## src/sv/rrtp_pkg.sv

```systemverilog
// Shared types and constants for the round-robin thread picker.
`timescale 1ns / 1ps

package rrtp_pkg;

  // Table size and derived widths.
  localparam int MAX_THREADS    = 16;
  localparam int THREAD_ID_BITS = 8;
  localparam int SLOT_BITS      = $clog2(MAX_THREADS);
  localparam int LEN_BITS       = $clog2(MAX_THREADS + 1);

  // Request codes carried in the input word.
  typedef enum logic [1:0] {
    REQ_ADD    = 2'd0,
    REQ_TICK   = 2'd1,
    REQ_SET    = 2'd2,
    REQ_REMOVE = 2'd3
  } req_e;

  // Commands from the controller to the datapath.
  typedef enum logic [2:0] {
    CMD_NONE,
    CMD_LOAD,
    CMD_STEP,
    CMD_HIT,
    CMD_MISS
  } cmd_e;

  // Controller states.
  typedef enum logic {
    ST_IDLE,
    ST_SCAN
  } state_e;

  // One request word.
  typedef struct packed {
    req_e                      req_type;
    logic [THREAD_ID_BITS-1:0] thread_id;
    logic [SLOT_BITS-1:0]      slot_index;
    logic                      runnable;
  } in_word_t;

  // One result word.
  typedef struct packed {
    logic                      ok;
    logic [SLOT_BITS-1:0]      slot;
    logic [THREAD_ID_BITS-1:0] chosen_thread;
    logic                      switched;
  } out_word_t;

  // Scan status reported by the datapath.
  typedef struct packed {
    logic scan_end;
    logic hit;
  } scan_status_t;

endpackage

```

## src/sv/rrtp_datapath.sv

```systemverilog
// Slot table, scan cursor, scheduler state and result register.
`timescale 1ns / 1ps

module rrtp_datapath (
  input  logic                  clk_i,
  input  logic                  rst_ni,
  input  rrtp_pkg::cmd_e        cmd_i,
  input  rrtp_pkg::in_word_t    in_i,
  output rrtp_pkg::scan_status_t status_o,
  output logic                  done_o,
  output rrtp_pkg::out_word_t   out_o
);
  import rrtp_pkg::*;

  in_word_t                  req_q, req_d;
  logic [SLOT_BITS-1:0]      cursor_q, cursor_d;
  logic [LEN_BITS-1:0]       count_q, count_d;
  logic [LEN_BITS-1:0]       len_q, len_d;
  logic [SLOT_BITS-1:0]      nptr_q, nptr_d;
  logic [SLOT_BITS-1:0]      rslot_q, rslot_d;
  logic                      rvalid_q, rvalid_d;
  logic [MAX_THREADS-1:0]    used_q, used_d;
  logic [MAX_THREADS-1:0]    ready_q, ready_d;
  logic [THREAD_ID_BITS-1:0] thread_q [MAX_THREADS];
  out_word_t                 out_q, out_d;
  logic                      done_q, done_d;

  logic [LEN_BITS-1:0]  cursor_inc;
  logic                 wrap;
  logic [SLOT_BITS-1:0] add_slot;
  logic                 add_ok;
  logic                 thr_we;
  logic                 sw;
  logic                 dir_ok;
  logic                 scan_hit;

  // Cursor advance, wrapping at the table length.
  assign cursor_inc = {1'b0, cursor_q} + LEN_BITS'(1);
  assign wrap       = (cursor_inc == len_q);

  // Match test for the slot under the cursor.
  always_comb begin
    case (req_q.req_type)
      REQ_ADD:  scan_hit = ~used_q[cursor_q];
      REQ_TICK: scan_hit = used_q[cursor_q] & ready_q[cursor_q];
      default:  scan_hit = 1'b1;
    endcase
  end

  // The scan ends once every slot below the length has been checked.
  assign status_o = '{scan_end: (count_q == len_q), hit: scan_hit};

  // Add goes to the free slot found, or appends one while there is room.
  assign add_slot = (cmd_i == CMD_HIT) ? cursor_q : len_q[SLOT_BITS-1:0];
  assign add_ok   = (cmd_i == CMD_HIT) || (len_q != LEN_BITS'(MAX_THREADS));

  // A tick switches unless it picked the slot already running.
  assign sw = ~(rvalid_q && (rslot_q == cursor_q));

  // Set status and remove need a used slot below the length.
  assign dir_ok = (({1'b0, req_q.slot_index}) < len_q) && used_q[req_q.slot_index];

  // Next state of the table and the scheduler.
  always_comb begin
    req_d    = req_q;
    cursor_d = cursor_q;
    count_d  = count_q;
    len_d    = len_q;
    nptr_d   = nptr_q;
    rslot_d  = rslot_q;
    rvalid_d = rvalid_q;
    used_d   = used_q;
    ready_d  = ready_q;
    out_d    = '0;
    done_d   = 1'b0;
    thr_we   = 1'b0;
    case (cmd_i)
      CMD_LOAD: begin
        req_d    = in_i;
        cursor_d = (in_i.req_type == REQ_TICK) ? nptr_q : '0;
        count_d  = '0;
      end
      CMD_STEP: begin
        cursor_d = wrap ? '0 : cursor_inc[SLOT_BITS-1:0];
        count_d  = count_q + LEN_BITS'(1);
      end
      CMD_HIT, CMD_MISS: begin
        done_d = 1'b1;
        case (req_q.req_type)
          REQ_ADD: begin
            if (add_ok) begin
              if (cmd_i == CMD_MISS) begin
                len_d = len_q + LEN_BITS'(1);
              end
              thr_we            = 1'b1;
              used_d[add_slot]  = 1'b1;
              ready_d[add_slot] = req_q.runnable;
              out_d.ok          = 1'b1;
              out_d.slot        = add_slot;
            end
          end
          REQ_TICK: begin
            if (cmd_i == CMD_HIT) begin
              nptr_d = wrap ? '0 : cursor_inc[SLOT_BITS-1:0];
              if (sw && rvalid_q && used_q[rslot_q]) begin
                ready_d[rslot_q] = 1'b1;
              end
              rslot_d             = cursor_q;
              rvalid_d            = 1'b1;
              ready_d[cursor_q]   = 1'b1;
              out_d.ok            = 1'b1;
              out_d.slot          = cursor_q;
              out_d.chosen_thread = thread_q[cursor_q];
              out_d.switched      = sw;
            end
          end
          default: begin
            out_d.ok   = dir_ok;
            out_d.slot = req_q.slot_index;
            if (dir_ok) begin
              if (req_q.req_type == REQ_SET) begin
                ready_d[req_q.slot_index] = req_q.runnable;
              end else begin
                used_d[req_q.slot_index]  = 1'b0;
                ready_d[req_q.slot_index] = 1'b0;
                if (rvalid_q && (rslot_q == req_q.slot_index)) begin
                  rvalid_d = 1'b0;
                end
              end
            end
          end
        endcase
      end
      default: begin
      end
    endcase
  end

  // Control and status registers.
  always_ff @(posedge clk_i or negedge rst_ni) begin
    if (!rst_ni) begin
      cursor_q <= '0;
      count_q  <= '0;
      len_q    <= '0;
      nptr_q   <= '0;
      rslot_q  <= '0;
      rvalid_q <= 1'b0;
      used_q   <= '0;
      ready_q  <= '0;
      done_q   <= 1'b0;
    end else begin
      cursor_q <= cursor_d;
      count_q  <= count_d;
      len_q    <= len_d;
      nptr_q   <= nptr_d;
      rslot_q  <= rslot_d;
      rvalid_q <= rvalid_d;
      used_q   <= used_d;
      ready_q  <= ready_d;
      done_q   <= done_d;
    end
  end

  // Payload registers: latched request, result word and thread ids.
  always_ff @(posedge clk_i) begin
    req_q <= req_d;
    out_q <= out_d;
    if (thr_we) begin
      thread_q[add_slot] <= req_q.thread_id;
    end
  end

  assign done_o = done_q;
  assign out_o  = out_q;

  // The running slot always holds a thread.
  a_running_used: assert property (@(posedge clk_i) disable iff (!rst_ni)
    rvalid_q |-> used_q[rslot_q])
    else $error("running slot is not in use");

  // The table never grows past its size.
  a_len_bound: assert property (@(posedge clk_i) disable iff (!rst_ni)
    len_q <= LEN_BITS'(MAX_THREADS))
    else $error("table length out of range");

  // The rotating pointer stays inside the table.
  a_nptr_range: assert property (@(posedge clk_i) disable iff (!rst_ni)
    (len_q == '0) || ({1'b0, nptr_q} < len_q))
    else $error("next pointer beyond table length");

  // A successful result names a slot inside the table.
  a_ok_slot: assert property (@(posedge clk_i) disable iff (!rst_ni)
    (done_q && out_q.ok) |-> ({1'b0, out_q.slot} < len_q))
    else $error("result slot beyond table length");

endmodule

```

## src/sv/rrtp_ctrl.sv

```systemverilog
// Controller state machine that sequences the slot scan.
`timescale 1ns / 1ps

module rrtp_ctrl (
  input  logic                   clk_i,
  input  logic                   rst_ni,
  input  logic                   start_i,
  input  rrtp_pkg::scan_status_t status_i,
  output rrtp_pkg::cmd_e         cmd_o,
  output logic                   busy_o
);
  import rrtp_pkg::*;

  state_e state_q, state_d;

  // State register.
  always_ff @(posedge clk_i or negedge rst_ni) begin
    if (!rst_ni) begin
      state_q <= ST_IDLE;
    end else begin
      state_q <= state_d;
    end
  end

  // Next state and commands: one slot is checked per scan cycle.
  always_comb begin
    state_d = state_q;
    cmd_o   = CMD_NONE;
    busy_o  = 1'b0;
    case (state_q)
      ST_IDLE: begin
        if (start_i) begin
          cmd_o   = CMD_LOAD;
          state_d = ST_SCAN;
        end
      end
      ST_SCAN: begin
        busy_o = 1'b1;
        if (status_i.scan_end) begin
          cmd_o   = CMD_MISS;
          state_d = ST_IDLE;
        end else if (status_i.hit) begin
          cmd_o   = CMD_HIT;
          state_d = ST_IDLE;
        end else begin
          cmd_o = CMD_STEP;
        end
      end
      default: begin
        state_d = ST_IDLE;
      end
    endcase
  end

endmodule

```

## src/sv/round_robin_thread_picker_top.sv

```systemverilog
// Top level of the round-robin thread picker.
// Usage: drive a request word on in_i and raise start_i; the word is taken
// at a rising edge where start_i is high and busy_o is low. Requests are
// add thread, timer tick, set slot status and remove slot.
// Every request gives exactly one result word on out_o, shown for one
// cycle with done_o high; the receiver cannot hold it off.
// Add and tick walk the slot table one slot per cycle through the scan
// cursor. busy_o is low again in the result cycle, so the next request
// may be taken there.
// Reset clears the table (no slots, nothing running, pointer at slot 0);
// stored thread ids are only read back from slots that an add wrote.
`timescale 1ns / 1ps

module round_robin_thread_picker_top (
  input  logic                clk_i,
  input  logic                rst_ni,
  input  logic                start_i,
  input  rrtp_pkg::in_word_t  in_i,
  output logic                busy_o,
  output logic                done_o,
  output rrtp_pkg::out_word_t out_o
);
  import rrtp_pkg::*;

  cmd_e         cmd;
  scan_status_t status;

  // Sequencer.
  rrtp_ctrl u_ctrl (
    .clk_i    (clk_i),
    .rst_ni   (rst_ni),
    .start_i  (start_i),
    .status_i (status),
    .cmd_o    (cmd),
    .busy_o   (busy_o)
  );

  // Table and scheduler state.
  rrtp_datapath u_datapath (
    .clk_i    (clk_i),
    .rst_ni   (rst_ni),
    .cmd_i    (cmd),
    .in_i     (in_i),
    .status_o (status),
    .done_o   (done_o),
    .out_o    (out_o)
  );

endmodule

```

## config.mk

```make
export PLATFORM = sky130hd
export DESIGN_NAME = round_robin_thread_picker_top
export DESIGN_NICKNAME = d
export VERILOG_FILES = /design/src/sv/rrtp_pkg.sv /design/src/sv/rrtp_datapath.sv /design/src/sv/rrtp_ctrl.sv /design/src/sv/round_robin_thread_picker_top.sv
export SDC_FILE = /design/constraint.sdc
export NUM_CORES = 1
export LEC_CHECK = 0
export BUFFER_PORTS_ARGS = -buffer_cell sky130_fd_sc_hd__buf_2
export CAP_MARGIN = 20
export CORE_MARGIN = 2
export CORE_UTILIZATION = 40
export DETAILED_ROUTE_END_ITERATION = 8
export PLACE_DENSITY_LB_ADDON = 0.2
export SYNTH_ARGS = -nofsm -noshare
export SYNTH_HDL_FRONTEND = slang
export SYNTH_SLANG_ARGS = --single-unit
```

## constraint.sdc

```tcl
create_clock -name clk_i -period 4.6 [get_ports clk_i]
set_input_delay 0.69 -clock clk_i [delete_from_list [all_inputs] [get_ports clk_i]]
set_output_delay 0.69 -clock clk_i [all_outputs]
set_load 0.02 [all_outputs]
```

=== Yosys cells after proc, flatten, opt, wreduce, memory -nomap -nowiden ===
Memory sizes are Yosys's and may differ from the RTL's.
Cells that the tools add are included.

* Multiplexer cells: 60
* Reductions and logical operators: 22
* $lt $le $gt $ge: 9
* Bitwise operators: 12
* $add $sub $neg: 3
* Equal/unequal tests: 16

{| class="wikitable"
|+ Operators by type and width
! operator !! count
|-
| $mux 16 || 11
|-
| $pmux 16 s2 || 2
|-
| $or 16x16->16 || 3
|-
| $and 16x16->16 || 2
|-
| $bwmux 16 || 2
|-
| $mux 1 || 24
|-
| $lt 4x5->1 const B || 4
|-
| $pmux 5 s2 || 2
|-
| $bmux 1 s4 || 4
|-
| $demux 1 s4 || 4
|-
| $ge 4x1->1 const B || 4
|-
| $not 16->16 || 1
|-
| $mux 14 || 1
|-
| $mux 4 || 3
|-
| $add 5x1->5 const B || 2
|-
| $eq 5x5->1 || 2
|-
| $logic_and 1x1->1 || 9
|-
| $eq 4x4->1 || 2
|-
| $pmux 4 s2 || 1
|-
| $reduce_and 4->1 || 2
|-
| $reduce_bool 2->1 || 4
|-
| $eq 3x2->1 const B || 2
|-
| $pmux 1 s2 || 3
|-
| $pmux 3 s2 || 1
|-
| other kinds (20) || 27
|}

* Output and inout port bits: 16
* Memory bits (writable): 128
* Memories kept: 1
* Register bits after elaboration: 86

{| class="wikitable"
|+ Memory list
! name !! depth !! width !! rd ports !! clocked after Yosys merged registers in !! write ports !! line !! RTL
|-
| u_datapath.thread_q || 16 || 8 || 1 || 0 || 1 || rrtp_datapath.sv:24 || <nowiki>logic [THREAD_ID_BITS-1:0] thread_q [MAX_THREADS];</nowiki>
|}

=== Depth between registers and ports, before layout ===
Gate-level depths: netlist (run 1).

* Depth in word-level cells: 16
* Gate-level depth with buffers: 12

=== By module ===
A second synthesis (run 1) with hierarchy kept.

* Cell total of the unflattened synthesis: 808
* Area, all modules: 10,565.1 µm²

{| class="wikitable"
|+ Modules (own cells, without submodules)
! module !! times used !! cells an instance !! seq. area each (µm²) !! area each (µm²)
|-
| rrtp_datapath || 1 || 801 || 5,975.7 || 10,493.8
|-
| rrtp_ctrl || 1 || 7 || 25.0 || 71.3
|}

=== Worst setup path before layout (run 1) ===
OpenSTA, ideal clock, no wires.

* Path kind: register to register
* Start point: reg u_datapath.cursor_q[0]
* End point: mem u_datapath.thread_q[1][0] (enable)
* Slack: 1,246 ps
* Cell stages (with the launch flop): 11
* Clock period less this slack: 3,354 ps
* Buffers on the path: 3
* Arrival: 2,984 ps
* Library setup time: 370 ps
* Cells stage by stage: dfrtp_1 > buf_6 > buf_4 > mux2_2 > mux4_2 > o2bb2ai_2 > a31oi_4 > o21ai_2 > buf_4 > mux2_2 > nor2_1

* Longest elaborated chain between the ends: 14
* Elaborated cells on any way between the ends: 20
* Those cells by class: eq/ne: 2; mux: 14; bitwise: 2; reduce/logical: 2

{| class="wikitable"
|+ RTL lines
! what !! line !! RTL
|-
| start: declaration || rrtp_datapath.sv:16 || <nowiki>logic [SLOT_BITS-1:0] cursor_q, cursor_d;</nowiki>
|-
| start signal: assignment || rrtp_datapath.sv:152 || <nowiki>cursor_q <= cursor_d;</nowiki>
|-
| $bmux 1 s4 (on tied branches) || rrtp_datapath.sv:44, rrtp_datapath.sv:45 ||
|-
| $mux 1 (on tied branches) || rrtp_datapath.sv:44, rrtp_datapath.sv:45 ||
|-
| $and 1x1->1 / $not 1->1 (equally long branches) || rrtp_datapath.sv:45, rrtp_datapath.sv:44 ||
|-
| $pmux 1 s2 || rrtp_datapath.sv:43 || <nowiki>case (req_q.req_type)</nowiki>
|-
| $mux 1 || rrtp_ctrl.sv:42 || <nowiki>end else if (status_i.hit) begin</nowiki>
|-
| $mux 3 || rrtp_ctrl.sv:39 || <nowiki>if (status_i.scan_end) begin</nowiki>
|-
| $pmux 3 s2 || rrtp_ctrl.sv:30 || <nowiki>case (state_q)</nowiki>
|-
| $eq 3x2->1 || rrtp_datapath.sv:54, rrtp_datapath.sv:55, rrtp_datapath.sv:77 ||
|-
| $logic_or 1x1->1 || rrtp_datapath.sv:55 || <nowiki>assign add_ok = (cmd_i == CMD_HIT) || (len_q != LEN_BITS'(MAX_THREADS));</nowiki>
|-
| $mux 1 || rrtp_datapath.sv:91 || <nowiki>if (add_ok) begin</nowiki>
|-
| $mux 1 || rrtp_datapath.sv:89 || <nowiki>case (req_q.req_type)</nowiki>
|-
| $mux 1 || rrtp_datapath.sv:77 || <nowiki>case (cmd_i)</nowiki>
|-
| $mux 1 || rrtp_datapath.sv:168 || <nowiki>if (thr_we) begin</nowiki>
|-
| $mux 1 (implied by the code) || rrtp_datapath.sv:169 || <nowiki>thread_q[add_slot] <= req_q.thread_id;</nowiki>
|-
| end: declaration || rrtp_datapath.sv:24 ||
|}

Parallel ways exist; a longest one is shown, timed or not. The select of a mux whose other input is x is not followed.

=== Worst setup path in the final report (run 1) ===
* Start point: reg u_datapath.cursor_q[0]
* End point: mem u_datapath.thread_q[1][5] (enable)

The elaborated chain is that of the path after synthesis.

==> reports/metrics.cfg, run 1 <==
[finish]
fill_cells=2422
final_util=0.456
diodes=0
design_area_mm2=0.0122
area_growth_pct=12.1
fin_cells=1291
drive_gt1_frac=0.181
nets=960

[timing]
maxSlewViolCount=0
final_min_period_over_clock_period=0.897
slew_headroom=0.190
min_period_ns=4.13
skew_ns=0.0129
setup_slack_ns=0.474
max_freq_mhz=242
rsz0062_at_grt=no
finalSetupTns_ns=0
worst_pin_slew_ns=1.20
setup_viol=0
hold_violations=0

[drt]
antenna_left=0
wire_per_inst_um=25.4
num_vias=8111
drt_pass1_iterations=7
drcViolationCount=0
drt_wl_total_mm=32.8
drt_iter0_drc=1040
via_per_inst=6.28

[yosys]
syn_avg_cell_area_um2=12.1
yosysUniqueCellTypes=69
yosys_register_bits=214
synth.area.top_cells=edfxtp_1, dfrtp_1, mux4_2
ys.flop_type=edfxtp_1
synth_warnings=0
synth_edf_count=143
syn_inst=905
syn-cell-area_mm2=0.0109
synth_top_area_frac=0.393
synth-async-reset-ratio=0.266
synth.most_common_cell=edfxtp_1
yosysTopAreaCell=edfxtp_1
synth_common_cells=edfxtp_1, nand2_1, nor2_1
syn_nets=933
ys_seq_area_frac=0.549

[worst_setup_path]
r2r_cells=7
worstPathRequired_ns=4.75
regToRegSetupSlack_ns=0.47
start_kind=register
timing.rr.start=u_datapath.cursor_q[0]
r2r-end=u_datapath.thread_q[1][5]
worstPathMaxFanout=29
worst-endpoint-arrival_ns=4.27
timing_worst_setup_path_type=reg -> reg
cp-end-kind=register

[place]
gp_congestion=0.989
dpl.cell_count=1247
portBuffers=33
hpwl_mm=23.3
post_dp_cell_area_mm2=0.0115
dpl_worst_slack_ns=0.486

[floorplan]
die-area_mm2=0.0287
boundaryPins=34
rows=60
initial_core_util=0.407
die_y_um=169
core_area_mm2=0.0269
die_w_um=169

[worst_hold_path]
worstHoldPathType=in -> async

[global_route]
grt_pass1_vias=7727
grt_pass1_wl_mm=50.1
antenna_found_initial=1
grt_start_max_net_pins=59
grtUsageTotal=0.232
grt_overflow=0

[clock_tree]
cts.clk_slew.worst_paths_ns=0.06
cts_made_buffers=24
cts_root_buf=clkbuf_16
postCtsHoldBufs=0
cts_buffer_depth=3
cts_sinks=214
cts_tree=done
post-cts-setup-buffer-count=0
cts_resized=0
clock_latency_ns=0.53
htree_levels=1

[run]
maxCapViolations=0

[pwr]
powerDensity_mw_per_mm2=582
leakage_nw=4.33
vdd.ir_drop.worst_v=0.000269

[status]
status=completed

==> registers in the layout, indices dropped and copies added (netlist names), named ones only <==
| register | cells |
|---|---|
| u_ctrl.state_q | 1 |
| u_datapath.count_q | 5 |
| u_datapath.cursor_q | 4 |
| u_datapath.done_o | 1 |
| u_datapath.len_q | 5 |
| u_datapath.nptr_q | 4 |
| u_datapath.out_o | 14 |
| u_datapath.req_q | 15 |
| u_datapath.rslot_q | 4 |
| u_datapath.rvalid_q | 1 |
| u_datapath.thread_q | 128 |
| u_datapath.used_q | 16 |
==> how the worst max path moves through the flow <==
| stage | startpoint | to | slack (ns) |
|---|---|---|---|
| finish | u_datapath.cursor_q[0] | u_datapath.thread_q[1][5] | 0.47 |
| CTS | u_datapath.cursor_q[0] | u_datapath.thread_q[1][5] | 0.51 |
| floorplan | u_datapath.cursor_q[0] | u_datapath.thread_q[1][0] | 1.25 |
| global route | u_datapath.cursor_q[0] | u_datapath.thread_q[1][5] | 0.21 |
| global placement | u_datapath.cursor_q[0] | u_datapath.thread_q[1][5] | 0.56 |
| detailed placement | u_datapath.cursor_q[0] | u_datapath.thread_q[1][5] | 0.49 |
==> power breakdown <==
group	leakage, nW	internal, mW	switching [mW]	total (mW)
sequential	2.15	2.33	0.390	2.72
clock	0.375	1.08	0.780	1.86
combinational	1.81	0.980	1.56	2.54
==> critical path, cell delays in order, from the launching register on <==
cell	delay, ns
dfrtp_4	0.73
mux2i_1	0.15
mux4_2	0.52
mux2i_1	0.34
a31oi_4	0.27
o21ai_2	0.75
mux2_2	0.45
nor2_1	0.52
==> cell families (layout without fill, tap and decap cells) <==
family          after synthesis  after routing  synth area share
simple gates                284            284             0.125
flops                       214            214             0.549
compound gates              203            203             0.123
mux                          90             90             0.143
buf+inv                      82            127            0.0307
xor+xnor                     22             22            0.0176
fa+ha+maj                    10             10            0.0114
==> through the flow <==
stage | hold slack (ns) | total power [mW]
5_1_grt | 0.323 | 7.45
4_1_cts | 0.321 | 7.10
2_1_floorplan | 0.394 | 4.39
3_3_place_gp | 0.465 | 5.22
6_report | 0.310 | 7.12
3_5_place_dp | 0.475 | 5.23
==> metal layers <==
| metal | vias up | wire (um) | GRT usage |
|---|---|---|---|
| li1 | 3520 | - | - |
| met1 | 4023 | 14400 | 0.348 |
| met2 | 460 | 14100 | 0.338 |
| met3 | 108 | 2820 | 0.0373 |
| met4 | 0 | 1420 | 0.0914 |
| met5 | - | 0 | 0 |
==> layout make-up <==
cell class | count | area [um2] | share of cell area
Inverter | 21 | 78.8 | 0.00644
Timing Repair Buffer | 62 | 383 | 0.0313
Sequential cell | 214 | 6010 | 0.490
Tap cell | 341 | 427 | 0.0348
Clock inverter | 14 | 139 | 0.0113
Multi-Input combinational cell | 609 | 4590 | 0.375
Clock buffer | 30 | 623 | 0.0509
==> cells in the final DEF, fill, tap and decap left out, types with 10 or more instances in the layout <==
cell	n
nor2_1	63
mux2_2	12
ha_1	10
nand2_1	88
dfrtp_1	55
mux2i_1	26
nor3_1	20
edfxtp_1	143
inv_1	20
xor2_1	16
dfxtp_1	14
buf_2	33
nand2b_1	10
mux4_2	51
nand3_1	36
nor2b_1	22
o21ai_0	61
a21oi_1	48
buf_4	29
clkbuf_16	24
(Power assumes the default switching activity.)
==> run 2, diff against run 1 <==
MAX_ROUTING_LAYER = met4   (was unset)
==> run 2 against run 1 <==
  * Flip-flop and latch count is the same
  * Cell count grew 0.62%
  * Critical path depth is the same
  * Via count shrank 0.43%
  * Hold slack lost 0.080 ns
  * Worst setup slack gained 0.27 ns
  * Largest cell class unchanged
  * First-iteration DRC count shrank 17%
  * Count of clock-buffer cells in the layout shrank 5
  * Critical endpoint is now u_datapath.thread_q[3][2]
  * Cell area grew 1.5%
  * Die area is the same
  * Core utilization grew 0.68 points
==> reports/metrics.cfg, run 2 (synthesis results as in run 1) <==
[clock_tree]
cts_buffer_depth=3  ; unchanged
cts_made_buffers=25  ; +4.2%
post-cts-setup-buffer-count=0  ; unchanged
cts.clk_slew.worst_paths_ns=0.06  ; about the same
cts_tree=done
htree_levels=1  ; unchanged
cts_sinks=214  ; unchanged
postCtsHoldBufs=0  ; unchanged
cts_resized=0  ; unchanged
cts_root_buf=clkbuf_16
clock_latency_ns=0.55  ; +0.02 ns

[timing]
maxSlewViolCount=0  ; unchanged
skew_ns=0.0189  ; +0.00601 ns
timing.hold.ws_ns=0.230  ; -0.0797 ns
slew_headroom=0.372  ; +0.183
hold_violations=0  ; unchanged
worst_pin_slew_ns=0.938  ; -0.261 ns
finalSetupTns_ns=0  ; unchanged
max_freq_mhz=260  ; +7.1%
min_period_ns=3.85  ; -0.273 ns
rsz0062_at_grt=no
final_min_period_over_clock_period=0.838  ; -0.0594
setup_viol=0  ; unchanged

[floorplan]
initial_core_util=0.407  ; unchanged
die_y_um=169  ; unchanged
die-area_mm2=0.0287  ; unchanged
core_area_mm2=0.0269  ; unchanged
boundaryPins=34  ; unchanged
die_w_um=169  ; unchanged
rows=60  ; unchanged

[global_route]
grtUsageTotal=0.239  ; +0.00667
grt_start_max_net_pins=58  ; -1.7%
antenna_found_initial=0  ; -1
grt_pass1_wl_mm=49.6  ; -0.88%
grt_overflow=0  ; unchanged
grt_pass1_vias=7847  ; +1.6%

[finish]
nets=967  ; +0.73%
final_cell_mix=edfxtp_1, nand2_1, nor2_1, o21ai_0, dfrtp_1
top_regs=u_datapath.thread_q (128), u_datapath.used_q (16), u_datapath.req_q (15)
diodes=0  ; unchanged
area_growth_pct=13.8
largest_reg_flops=128  ; unchanged
largest_register=u_datapath.thread_q
final_common_cell=edfxtp_1
drive_gt1_frac=0.194  ; +0.0131

[drt]
drcViolationCount=0  ; unchanged
drt_wl_total_mm=32.7  ; -0.43%
wire_per_inst_um=25.2  ; -1.0%
antenna_left=0  ; unchanged
drt_iter0_drc=868  ; -17%
drt_pass1_iterations=7  ; unchanged
via_per_inst=6.22  ; -1.0%
num_vias=8076  ; -0.43%

[worst_setup_path]
cp-endpoint=u_datapath.thread_q[3][2]
timing.rr.start=u_datapath.cursor_q[1]
worstPathMaxFanout=31  ; +6.9%
regToRegSetupSlack_ns=0.75  ; +0.27 ns
critPathLaunch=u_datapath.cursor_q[1]
worst-endpoint-arrival_ns=4.02  ; -0.25 ns
worstPathRequired_ns=4.77  ; +0.02 ns
r2r_cells=7  ; unchanged
start_kind=register
r2r-end=u_datapath.thread_q[3][2]
cp-end-kind=register
timing_worst_setup_path_type=reg -> reg

[status]
status=completed

[run]
maxCapViolations=0  ; unchanged

[place]
hpwl_mm=23.1  ; -0.81%
portBuffers=33  ; unchanged
gp_congestion=0.981  ; -0.81%

[pwr]
vdd.ir_drop.worst_v=0.000314  ; +17%
powerDensity_mw_per_mm2=596  ; +2.4%
leakage_nw=4.43  ; +2.4%

[worst_hold_path]
worstHoldPathType=in -> async

==> run 2: how the worst min path moves through the flow <==
stage,startpoint,end,cells after the start
floorplan,rst_ni,asynchronous set/reset pin,0
global route,rst_ni,u_datapath.done_o,1
detailed placement,u_datapath.nptr_q[0],u_datapath.nptr_q[0],2
finish,rst_ni,u_datapath.done_o,1
CTS,rst_ni,asynchronous set/reset pin,1
global placement,u_datapath.nptr_q[0],u_datapath.nptr_q[0],2
==> run 2: stage by stage <==
| stage | cells | util | instance area (um2) | power, mW | setup WS, ns |
|---|---|---|---|---|---|
| finish | 1299 | 0.463 | 12400 | 7.41 | 0.747 |
| global route | 1299 | 0.463 | 12400 | 7.74 | 0.569 |
| detailed placement | 1253 | 0.429 | 11500 | 5.23 | 0.738 |
| floorplan | 905 | - | 10900 | 4.39 | 1.25 |
| global placement | 1253 | 0.429 | 11500 | 5.22 | 0.841 |
| CTS | 1299 | 0.463 | 12400 | 7.39 | 0.733 |
==> run 2: cell type report <==
cell class,instances,area [um2]
Timing Repair Buffer,68,428
Clock buffer,25,626
Clock inverter,21,275
Multi-Input combinational cell,609,4590
Tap cell,341,427
Inverter,21,78.8
Sequential cell,214,6010
Fill cell,2459,14400
==> run 2: power by group <==
group | internal (mW) | switching [mW] | leakage [nW]
Sequential | 2.33 | 0.395 | 2.15
Clock | 1.30 | 0.848 | 0.446
Combinational | 0.982 | 1.56 | 1.84
Total | 4.61 | 2.80 | 4.43
==> run 2: critical path, stage by stage, from the launching register on <==
cell     delay, ns
dfrtp_2       0.37
buf_4         0.41
mux4_2        0.61
mux2i_1       0.33
a31oi_4       0.26
o21ai_2       0.49
mux2_2        0.42
nor2_1        0.58
==> run 2: per-layer routing <==
metal / part of all wire / global-route usage
met2: 0.43 / 0.334
met3: 0.092 / 0.0550
met4: 0.044 / 0.0936
met1: 0.44 / 0.338
met5: 0 / -
